## src/hw/rtl/h2r_pkg.sv

```systemverilog
// ----------------------------------------------------------------------------
// h2r_pkg
// Shared types for the HSV to RGB converter: pipeline advance strobes and
// hue sector codes.
// ----------------------------------------------------------------------------
`default_nettype none

package h2r_pkg;

  // Advance strobes for the two blend stages
  typedef struct packed {
    logic mix_en;
    logic out_en;
  } h2r_adv_t;

  // Hue sectors, named after the full and ramping channels
  typedef enum logic [2:0] {
    SEC_R_UPG = 3'd0,  // red full, green rising
    SEC_G_DNR = 3'd1,  // green full, red falling
    SEC_G_UPB = 3'd2,  // green full, blue rising
    SEC_B_DNG = 3'd3,  // blue full, green falling
    SEC_B_UPR = 3'd4,  // blue full, red rising
    SEC_R_DNB = 3'd5   // red full, blue falling
  } h2r_sector_t;

endpackage

`default_nettype wire

```

## src/hw/rtl/hsv_to_rgb_converter.sv

```systemverilog
// ----------------------------------------------------------------------------
// hsv_to_rgb_converter
// Fixed-point HSV to RGB colour conversion, four-stage pipeline.
// ----------------------------------------------------------------------------
// Usage:
//   Input channel (in_valid / in_stall) carries one pixel per transaction:
//   hue, saturation and brightness, unsigned with FRAC_BITS fraction bits,
//   1.0 = 2^FRAC_BITS. Values above 1.0 saturate to 1.0.
//   Output channel (out_valid / out_stall) returns red, green, blue in the
//   same format, one transaction per input transaction, in order.
//   Stages: clamp, sector, saturation blend, brightness multiply.
//   Throughput: one pixel per clock while out_stall is low;
//   each stage holds one pixel.
//   Stalls: a stage moves when it is empty or the stage after it moves, so
//   bubbles close up and in_stall only rises once all four stages are
//   full and out_stall is high. A stalled result is held unchanged.
//   Reset: rst_n (synchronous, active low) clears the stage valid bits;
//   data registers are not reset.
// ----------------------------------------------------------------------------
`default_nettype none

module hsv_to_rgb_converter #(
  parameter int FRAC_BITS = 12
) (
  input  wire logic               clk,
  input  wire logic               rst_n,
  input  wire logic               in_valid,
  output logic                    in_stall,
  input  wire logic [FRAC_BITS:0] in_hue,
  input  wire logic [FRAC_BITS:0] in_saturation,
  input  wire logic [FRAC_BITS:0] in_brightness,
  output logic                    out_valid,
  input  wire logic               out_stall,
  output logic      [FRAC_BITS:0] out_red,
  output logic      [FRAC_BITS:0] out_green,
  output logic      [FRAC_BITS:0] out_blue
);
  import h2r_pkg::*;

  localparam int W   = FRAC_BITS + 1;
  localparam int H6W = FRAC_BITS + 4;   // holds 6 * hue

  localparam logic [W-1:0]   ONE   = W'(1) << FRAC_BITS;
  localparam logic [H6W-1:0] ONE_1 = H6W'(1) << FRAC_BITS;
  localparam logic [H6W-1:0] ONE_2 = H6W'(2) << FRAC_BITS;
  localparam logic [H6W-1:0] ONE_3 = H6W'(3) << FRAC_BITS;
  localparam logic [H6W-1:0] ONE_4 = H6W'(4) << FRAC_BITS;
  localparam logic [H6W-1:0] ONE_5 = H6W'(5) << FRAC_BITS;
  localparam logic [H6W-1:0] ONE_6 = H6W'(6) << FRAC_BITS;

  // Stage valid bits
  logic vld1_r, vld2_r, vld3_r, vld4_r;
  logic en1, en2, en3, en4;

  // Stage 1: clamped inputs
  logic [W-1:0] hue1_r, sat1_r, val1_r;
  // Stage 2: base channels plus saturation terms
  logic [W-1:0] cred2_r, cgrn2_r, cblu2_r;
  logic [W-1:0] sat2_r, oms2_r, val2_r;
  logic [W-1:0] cred_nxt, cgrn_nxt, cblu_nxt;
  // Stage 3: brightness follows the blend
  logic [W-1:0] val3_r;

  logic [H6W-1:0] hue6;
  h2r_sector_t    sector;
  h2r_adv_t       adv;

  function automatic logic [W-1:0] clamp_unit(input logic [W-1:0] x);
    clamp_unit = (x > ONE) ? ONE : x;
  endfunction

  // Stall chain: each stage advances if empty or its successor advances
  always_comb begin
    en4 = !vld4_r || !out_stall;
    en3 = !vld3_r || en4;
    en2 = !vld2_r || en3;
    en1 = !vld1_r || en2;
    adv.mix_en = en3;
    adv.out_en = en4;
  end

  assign in_stall  = !en1;
  assign out_valid = vld4_r;

  always_ff @(posedge clk) begin
    if (!rst_n) begin
      vld1_r <= 1'b0;
      vld2_r <= 1'b0;
      vld3_r <= 1'b0;
      vld4_r <= 1'b0;
    end else begin
      if (en1) vld1_r <= in_valid;
      if (en2) vld2_r <= vld1_r;
      if (en3) vld3_r <= vld2_r;
      if (en4) vld4_r <= vld3_r;
    end
  end

  // Sector select on 6*hue; the ramp is exact in the same format
  always_comb begin
    hue6 = (H6W'(hue1_r) << 2) + (H6W'(hue1_r) << 1);
    if (hue6 <= ONE_1)      sector = SEC_R_UPG;
    else if (hue6 <= ONE_2) sector = SEC_G_DNR;
    else if (hue6 <= ONE_3) sector = SEC_G_UPB;
    else if (hue6 <= ONE_4) sector = SEC_B_DNG;
    else if (hue6 <= ONE_5) sector = SEC_B_UPR;
    else                    sector = SEC_R_DNB;

    cred_nxt = '0;
    cgrn_nxt = '0;
    cblu_nxt = '0;
    case (sector)
      SEC_R_UPG: begin
        cred_nxt = ONE;
        cgrn_nxt = hue6[W-1:0];
      end
      SEC_G_DNR: begin
        cgrn_nxt = ONE;
        cred_nxt = W'(ONE_2 - hue6);
      end
      SEC_G_UPB: begin
        cgrn_nxt = ONE;
        cblu_nxt = W'(hue6 - ONE_2);
      end
      SEC_B_DNG: begin
        cblu_nxt = ONE;
        cgrn_nxt = W'(ONE_4 - hue6);
      end
      SEC_B_UPR: begin
        cblu_nxt = ONE;
        cred_nxt = W'(hue6 - ONE_4);
      end
      SEC_R_DNB: begin
        cred_nxt = ONE;
        cblu_nxt = W'(ONE_6 - hue6);
      end
      default: begin
        cred_nxt = '0;
      end
    endcase
  end

  always_ff @(posedge clk) begin
    if (en1) begin
      hue1_r <= clamp_unit(in_hue);
      sat1_r <= clamp_unit(in_saturation);
      val1_r <= clamp_unit(in_brightness);
    end
    if (en2) begin
      cred2_r <= cred_nxt;
      cgrn2_r <= cgrn_nxt;
      cblu2_r <= cblu_nxt;
      sat2_r  <= sat1_r;
      oms2_r  <= ONE - sat1_r;
      val2_r  <= val1_r;
    end
    if (en3) begin
      val3_r <= val2_r;
    end
  end

  // Per-channel blend: stage 3 saturation mix, stage 4 brightness product
  h2r_blend #(.FRAC_BITS(FRAC_BITS)) u_blend_red (
    .clk(clk), .adv(adv), .chan(cred2_r), .sat(sat2_r),
    .one_minus_sat(oms2_r), .val(val3_r), .result(out_red)
  );

  h2r_blend #(.FRAC_BITS(FRAC_BITS)) u_blend_green (
    .clk(clk), .adv(adv), .chan(cgrn2_r), .sat(sat2_r),
    .one_minus_sat(oms2_r), .val(val3_r), .result(out_green)
  );

  h2r_blend #(.FRAC_BITS(FRAC_BITS)) u_blend_blue (
    .clk(clk), .adv(adv), .chan(cblu2_r), .sat(sat2_r),
    .one_minus_sat(oms2_r), .val(val3_r), .result(out_blue)
  );

  // Back-pressure only reaches the input once every stage is occupied
  a_stall_full: assert property (@(posedge clk) disable iff (!rst_n)
    in_stall |-> (vld1_r && vld2_r && vld3_r && vld4_r))
    else $error("input stalled with a free pipeline stage");

  // Every sector has one channel at full scale
  a_full_chan: assert property (@(posedge clk) disable iff (!rst_n)
    vld2_r |-> (cred2_r == ONE || cgrn2_r == ONE || cblu2_r == ONE))
    else $error("no full-scale channel in sector stage");

  // Blend results never exceed 1.0
  a_out_range: assert property (@(posedge clk) disable iff (!rst_n)
    out_valid |-> (out_red <= ONE && out_green <= ONE && out_blue <= ONE))
    else $error("colour channel above full scale");

endmodule

`default_nettype wire

```

## src/hw/rtl/h2r_blend.sv

```systemverilog
// ----------------------------------------------------------------------------
// h2r_blend
// Two-stage blend of one channel: ((s*c >> F) + (1 - s)) * v >> F.
// ----------------------------------------------------------------------------
`default_nettype none

module h2r_blend #(
  parameter int FRAC_BITS = 12
) (
  input  wire logic                 clk,
  input  wire h2r_pkg::h2r_adv_t    adv,
  input  wire logic [FRAC_BITS:0]   chan,
  input  wire logic [FRAC_BITS:0]   sat,
  input  wire logic [FRAC_BITS:0]   one_minus_sat,
  input  wire logic [FRAC_BITS:0]   val,
  output logic      [FRAC_BITS:0]   result
);
  import h2r_pkg::*;

  localparam int W = FRAC_BITS + 1;

  logic [2*W-1:0] sc_prod;
  logic [W-1:0]   mix_nxt;
  logic [W-1:0]   mix_r;
  logic [2*W-1:0] mv_prod;
  logic [W-1:0]   out_nxt;
  logic [W-1:0]   out_r;

  // s*c <= s, so the sum never exceeds 1.0
  always_comb begin
    sc_prod = sat * chan;
    mix_nxt = sc_prod[FRAC_BITS +: W] + one_minus_sat;
  end

  always_comb begin
    mv_prod = mix_r * val;
    out_nxt = mv_prod[FRAC_BITS +: W];
  end

  always_ff @(posedge clk) begin
    if (adv.mix_en) begin
      mix_r <= mix_nxt;
    end
    if (adv.out_en) begin
      out_r <= out_nxt;
    end
  end

  assign result = out_r;

endmodule

`default_nettype wire
```

## config.mk

```make
export PLATFORM = sky130hd
export DESIGN_NAME = hsv_to_rgb_converter
export DESIGN_NICKNAME = d
export VERILOG_FILES = /design/src/hw/rtl/h2r_pkg.sv /design/src/hw/rtl/hsv_to_rgb_converter.sv /design/src/hw/rtl/h2r_blend.sv
export SDC_FILE = /design/constraint.sdc
export NUM_CORES = 2
export LEC_CHECK = 0
export BUFFER_PORTS_ARGS = -buffer_cell sky130_fd_sc_hd__buf_4
export CAP_MARGIN = 40
export CORE_MARGIN = 2
export CORE_UTILIZATION = 27
export DETAILED_ROUTE_END_ITERATION = 12
export HOLD_SLACK_MARGIN = 0.06
export PLACE_DENSITY_LB_ADDON = 0.12
export RECOVER_POWER = 50
export SYNTH_ARGS = -nofsm -noshare
export SYNTH_HDL_FRONTEND = slang
export SYNTH_SLANG_ARGS = --single-unit
```

## constraint.sdc

```tcl
create_clock -name clk -period 14.4 [get_ports clk]
set_input_delay 2.16 -clock clk [delete_from_list [all_inputs] [get_ports clk]]
set_output_delay 2.16 -clock clk [all_outputs]
set_load 0.03 [all_outputs]
```

Word level (Yosys, flattened, before mapping)
Index checks and enable logic that the tools add are counted.
{"block": "classes", "n_addsub": 10, "mul": 6, "order_cmp": 8, "n_eq_ne": 5, "mux": 8, "reduce_logical": 14}
{"operator": "13-bit by 13-bit multiplier with 25-bit output", "n": 6}
{"operator": "13-bit case mux with 3 select lines", "n": 3}
{"operator": "13-bit adder", "n": 3}
{"operator": "13-bit > comparator (second input constant)", "n": 3}
{"operator": "1-bit by 13-bit subtractor with 13-bit output (first input constant)", "n": 3}
{"operator": "16-bit by 14-bit <= comparator with 1-bit output (second input constant)", "n": 2}
{"operator": "16-bit by 15-bit <= comparator with 1-bit output (second input constant)", "n": 2}
{"operator": "13-bit by 1-bit subtractor with 13-bit output (second input constant)", "n": 2}
{"operator": "15-bit by 14-bit adder with 16-bit output", "n": 1}
{"operator": "16-bit by 13-bit <= comparator with 1-bit output (second input constant)", "n": 1}
{"operator": "13-bit subtractor (first input constant)", "n": 1}
{"operator": "3-bit 2-to-1 mux", "n": 4}
{"operator": "3-bit by 2-bit equality test with 1-bit output (second input constant)", "n": 2}
{"operator": "3-bit equality test (second input constant)", "n": 2}
{"operator": "1-bit zero test", "n": 6}
{"operator": "2-bit OR reduction", "n": 3}
{"operator": "1-bit logical OR", "n": 4}
{"operator": "3-bit by 1-bit equality test with 1-bit output (second input constant)", "n": 1}
{"operator": "3-bit zero test", "n": 1}
{"operator": "1-bit 2-to-1 mux", "n": 1}
{"block": "word_totals", "ff_bits": 212, "inputBits": 43, "output_inout_bits": 41, "word_cells": 71}

Logic depth before layout (Yosys ltp)
{"block": "depth", "depth_word": 10, "depth_mapped": 30, "ltp_nobuf": 28}

By module
Synthesis repeated with hierarchy kept, for this count alone.
{"block": "unflattened", "hier_cells": 4342, "hier_area_um2": 40960.5}
{"module": "h2r_blend at u_blend_red", "n_inst": 1, "cells_each": 1315, "area_per_inst_um2": 11726.2, "seq_area_each_um2": 780.7}
{"module": "h2r_blend at u_blend_green", "n_inst": 1, "cells_each": 1290, "area_per_inst_um2": 11602.4, "seq_area_each_um2": 780.7}
{"module": "h2r_blend at u_blend_blue", "n_inst": 1, "cells_each": 1282, "area_per_inst_um2": 11542.3, "seq_area_each_um2": 780.7}
{"module": "hsv_to_rgb_converter", "n_inst": 1, "cells_each": 455, "area_per_inst_um2": 6089.6, "seq_area_each_um2": 3863.7}

Worst setup path before layout
OpenSTA, ideal clock, no wires.
{"block": "synth_path", "path_kind": "register -> register", "startpoint": "reg sat2_r[5]", "endpoint": "reg u_blend_green.mix_r[12] (data pin)", "setup_time_ns": 0.260, "t_arrival_ns": 6.309, "t_required_ns": 14.140, "path_slack_ns": 7.831, "stages_incl_launch_ff": 28, "path_buffers": 2, "period_less_slack_ns": 6.569, "path_cell_list": "edfxtp_1 clkbuf_1 clkbuf_1 nand2_1 fa_1 fa_1 fa_1 inv_1 fa_1 inv_1 fa_1 inv_1 ha_1 nand4_1 nor3_1 a211o_1 a41o_1 or2_2 xor2_1 ha_1 a21oi_1 o21bai_1 a21oi_1 o21bai_1 a211o_1 a21oi_1 xnor2_1 xnor2_1"}
{"block": "synth_between", "elab_chain_len": 2}
{"item": "start, declared", "line_no": "hsv_to_rgb_converter.sv:59", "text": "logic [W-1:0] sat2_r, oms2_r, val2_r;"}
{"item": "start signal, assigned", "line_no": "hsv_to_rgb_converter.sv:153", "text": "sat2_r <= sat1_r;"}
{"item": "13-bit by 13-bit multiplier with 25-bit output", "line_no": "h2r_blend.sv:31", "text": "sc_prod = sat * chan;"}
{"item": "13-bit adder", "line_no": "h2r_blend.sv:32", "text": "mix_nxt = sc_prod[FRAC_BITS +: W] + one_minus_sat;"}
{"item": "net u_blend_green.mix_nxt[12]", "line_no": "h2r_blend.sv:23", "text": "logic [W-1:0] mix_nxt;"}
{"item": "end signal, assigned", "line_no": "h2r_blend.sv:42", "text": "mix_r <= mix_nxt;"}
{"item": "end, declared", "line_no": "h2r_blend.sv:24", "text": "logic [W-1:0] mix_r;"}
The timed path passes the listed nets, and every way through them passes these cells.
A chain may end at the register's enable or synchronous reset.

Final worst setup path
{"block": "layout_path", "startpoint": "reg sat2_r[7]", "endpoint": "reg u_blend_green.mix_r[11] (data pin)"}
The elaborated chain is that of the path after synthesis.

==> summary.json <==
{
  "clkSinkCount": {"value": 208},
  "cts.reportedPaths.clkPinSlew": {"value": 0.06, "unit": "ns"},
  "design_power_total": {"value": 9.145, "unit": "mW"},
  "final_cell_count_no_fill": {"value": 5954},
  "setup_viol": {"value": 0},
  "grt_antenna_before_repair": {"value": 2},
  "cap_violations": {"value": 4},
  "worstHoldPathType": {"value": "reg2reg"},
  "leakage": {"value": 20.47, "unit": "nW"},
  "worstSetupPathType": {"value": "reg2reg"},
  "syn-cell-area": {"value": 0.03883, "unit": "mm²"},
  "count_of_flip_flops_with_a_built_in_enable_after_synthesis": {"value": 204},
  "final_antenna_net_count": {"value": 0},
  "groute.usage.overall": {"value": 14.45, "unit": "%"},
  "global_route_wire_length_before_repair": {"value": 166400, "unit": "µm"},
  "p_seq_share": {"value": 16.8, "unit": "%"},
  "placedCellCount": {"value": 5897},
  "yosys.area_share.simple": {"value": 15.91, "unit": "%"},
  "timing.critical_path.arrival": {"value": 7.75, "unit": "ns"},
  "critical_path.endpoint_type": {"value": "flip-flop"},
  "post_dp_hpwl": {"value": 78200, "unit": "µm"},
  "timing.clock.skew": {"value": 0.07701, "unit": "ns"},
  "max_freq": {"value": 135.7, "unit": "MHz"},
  "post_layout_util": {"value": 29.62, "unit": "%"},
  "power.clock.fraction": {"value": 8.2, "unit": "%"},
  "yosys.area.top_type": {"value": "sky130_fd_sc_hd__fa_1"},
  "via_count_of_the_first_global_routing_pass": {"value": 28570},
  "areaGrowthSynthToFinish": {"value": 9.194, "unit": "%"},
  "global_route.peak_usage_layer": {"value": "met2"},
  "holdWs": {"value": 0.4177, "unit": "ns"},
  "postSynthNetCount": {"value": 5232},
  "synth_area_per_cell": {"value": 9.573, "unit": "µm²"},
  "die_area": {"value": 0.1469, "unit": "mm²"},
  "final-max-slew-violation-count": {"value": 145},
  "finalHoldViolCount": {"value": 0},
  "htree_num_levels": {"value": 1},
  "synth_seq_area_share": {"value": 15.98, "unit": "%"},
  "cts_root_buf": {"value": "sky130_fd_sc_hd__clkbuf_16"},
  "starting_utilization_of_the_core_area": {"value": 27.13, "unit": "%"},
  "cts_max_path_buffers": {"value": 3},
  "async_flop_share": {"value": 0, "unit": "%"},
  "drive_above_1_share": {"value": 4.740, "unit": "%"},
  "synth_xor_xnor_area_share": {"value": 3.361, "unit": "%"},
  "path_max_fanout": {"value": 25},
  "violations": {"value": "max-capacitance violations, max-slew violations"},
  "synth_ff_type": {"value": "sky130_fd_sc_hd__edfxtp_1"},
  "design.portCount": {"value": 84},
  "start_kind": {"value": "flip-flop"},
  "nets": {"value": 5203},
  "grt_util_met3": {"value": 1.299, "unit": "%"},
  "gp_congestion": {"value": 0.7772},
  "timing.slew.headroom": {"value": -132.2, "unit": "%"},
  "drt-pass1-iter-count": {"value": 5},
  "wl_per_cell": {"value": 17.24, "unit": "µm"},
  "worst_pin_slew": {"value": 3.484, "unit": "ns"},
  "run_status": {"value": "finished, violations left"},
  "cts_hold_repair.buffers": {"value": 0},
  "grt_overflow": {"value": 0},
  "internal_portion_of_total_power": {"value": 4.556, "unit": "mW"},
  "postCtsResizedCells": {"value": 0},
  "gr-usage-met1": {"value": 19.72, "unit": "%"},
  "fp.coreArea": {"value": 0.1431, "unit": "mm²"},
  "route.final.wire_length": {"value": 102700, "unit": "µm"},
  "synth_mux_area_share": {"value": 0, "unit": "%"},
  "fin_setup_tns": {"value": 0, "unit": "ns"},
  "net_sw_share": {"value": 50.18, "unit": "%"},
  "p_comb_share": {"value": 75.0, "unit": "%"},
  "first_iter_violations": {"value": 1045},
  "n_antenna_cell": {"value": 0},
  "grt_max_degree": {"value": 53},
  "drcViolationCount": {"value": 0},
  "dieWidth": {"value": 383.2, "unit": "µm"},
  "timing.reg2reg.worst_path_depth": {"value": 27},
  "layout_common_cells": {"value": "sky130_fd_sc_hd__inv_1, sky130_fd_sc_hd__fa_1, sky130_fd_sc_hd__nand2_1"},
  "detail_route.vias_per_cell": {"value": 4.356},
  "layout_min_cycle_time": {"value": 7.367, "unit": "ns"},
  "grt_use_met2": {"value": 24.79, "unit": "%"},
  "post_synth_num_cell_types": {"value": 72},
  "numPortBuffers": {"value": 83},
  "power.ir.vdd_worst": {"value": 0.2339, "unit": "mV"},
  "dr_total_vias": {"value": 25940},
  "timing.final.crit_share": {"value": 51.16, "unit": "%"},
  "synthAdderAreaFrac": {"value": 49.75, "unit": "%"},
  "rows": {"value": 139},
  "fillCellCount": {"value": 15150},
  "yosysWarnings": {"value": 0},
  "postSynthCellCount": {"value": 4056},
  "critPathRequiredTime": {"value": 14.79, "unit": "ns"},
  "worstHoldPathCells": {"value": 0},
  "synth.top_cells.by_area": {"value": "sky130_fd_sc_hd__fa_1, sky130_fd_sc_hd__edfxtp_1, sky130_fd_sc_hd__ha_1"},
  "postCtsSetupBuffers": {"value": 0},
  "yosys_register_bits": {"value": 208},
  "dominant_combinational_cell_family_by_area_after_synthesis": {"value": "adder cells"},
  "layout_commonest_cell": {"value": "sky130_fd_sc_hd__inv_1"},
  "tritoncts_clock_tree": {"value": "done"},
  "die_h": {"value": 383.2, "unit": "µm"},
  "net_switching_power_of_the_design": {"value": 4.589, "unit": "mW"},
  "power_density": {"value": 215.7, "unit": "mW/mm²"},
  "post_synthesis_compound_gate_area_fraction": {"value": 5.462, "unit": "%"},
  "synth_top_cell_area_share": {"value": 35.32, "unit": "%"},
  "cts_made_buffers": {"value": 30},
  "unrepaired_setup_endpoints_after_global_routing": {"value": "false"},
  "clock_insertion_delay_at_the_later_pin_of_the_skew_report": {"value": 0.67, "unit": "ns"}
}
[power groups by stage]
stage / Sequential (mW) / Clock, mW / Combinational [mW]
after detailed placement: 1.56 / 0 / 7.02
final: 1.53 / 0.750 / 6.86
after CTS: 1.55 / 0.789 / 7.08
after global routing: 1.57 / 0.805 / 8.05
after global placement: 1.56 / 0 / 7.02
after floorplan: 1.33 / 0 / 5.23
[kinds of logic after synthesis]
kind of cell / count (synthesis)
DFF: 208
adders and majority gates: 1133
buffers and inverters: 980
and+or+nand+nor: 1276
xor gates and xnor gates: 149
AOI/OAI and AO/OA: 310
[metal layers]
metal	routed length (µm)	share of wire [%]
met2	49120	48
met4	2273	2.2
met1	48780	48
met3	2501	2.4
met5	0	0
[synth_stat cells (all sizes together), types with 35 or more instances]
| master | number |
|---|---|
| ha | 448 |
| nor2b | 53 |
| inv | 792 |
| nor2 | 94 |
| nor3 | 36 |
| a21oi | 97 |
| xor2 | 35 |
| nand2 | 621 |
| fa | 685 |
| edfxtp | 204 |
| clkbuf | 182 |
| xnor2 | 114 |
| and2 | 403 |
[path summary, 6_finish.rpt]
kind                                       endpoint  slack [ns]                     start
hold / removal                 val2_r[12]$_DFFE_PP_        0.42  val1_r[12]$_SDFFCE_PN1N_
hold reg to reg                val2_r[12]$_DFFE_PP_        0.42  val1_r[12]$_SDFFCE_PN1N_
setup / recovery  u_blend_green.mix_r[11]$_DFFE_PP_        7.03       sat2_r[7]$_DFFE_PP_
setup reg to reg  u_blend_green.mix_r[11]$_DFFE_PP_        7.03       sat2_r[7]$_DFFE_PP_
[cell type report]
class	count	area (µm²)	share of cell area [%]
Timing Repair Buffer	127	933.4	2.201
Multi-Input combinational cell	2868	28920	68.22
Sequential cell	208	6206	14.64
Clock buffer	30	750.7	1.771
Tap cell	1903	2381	5.616
Inverter	792	2973	7.012
Clock inverter	26	230.2	0.5430
[through the flow]
step | area (µm²) | setup WS [ns]
6_report | 42400 | 7.033
3_5_place_dp | 41470 | 6.998
5_1_grt | 42400 | 6.628
3_3_place_gp | 41390 | 7.094
4_1_cts | 42450 | 7.035
2_1_floorplan | 38830 | 7.831
[worst max-delay path, cell delays in order (launching register included)]
cell                       delay, ns
sky130_fd_sc_hd__edfxtp_1       0.59
sky130_fd_sc_hd__buf_4          0.40
sky130_fd_sc_hd__nand2_1        0.13
sky130_fd_sc_hd__fa_1           0.59
sky130_fd_sc_hd__fa_1           0.45
sky130_fd_sc_hd__fa_1           0.54
sky130_fd_sc_hd__inv_1          0.05
sky130_fd_sc_hd__fa_1           0.47
sky130_fd_sc_hd__inv_1          0.05
sky130_fd_sc_hd__fa_1           0.48
sky130_fd_sc_hd__inv_1          0.04
sky130_fd_sc_hd__ha_1           0.29
sky130_fd_sc_hd__nand4_1        0.10
sky130_fd_sc_hd__nor3_1         0.25
sky130_fd_sc_hd__a211o_1        0.24
sky130_fd_sc_hd__and2_1         0.19
sky130_fd_sc_hd__nor2_1         0.06
sky130_fd_sc_hd__xnor2_1        0.23
sky130_fd_sc_hd__ha_1           0.28
sky130_fd_sc_hd__a21o_1         0.16
sky130_fd_sc_hd__a21oi_1        0.23
sky130_fd_sc_hd__o21bai_1       0.10
sky130_fd_sc_hd__a21oi_1        0.25
sky130_fd_sc_hd__nor2b_1        0.08
sky130_fd_sc_hd__o21a_1         0.19
sky130_fd_sc_hd__o31a_1         0.26
sky130_fd_sc_hd__o41ai_1        0.36
sky130_fd_sc_hd__xnor2_1        0.10
Power figures use the tool's default switching activity.
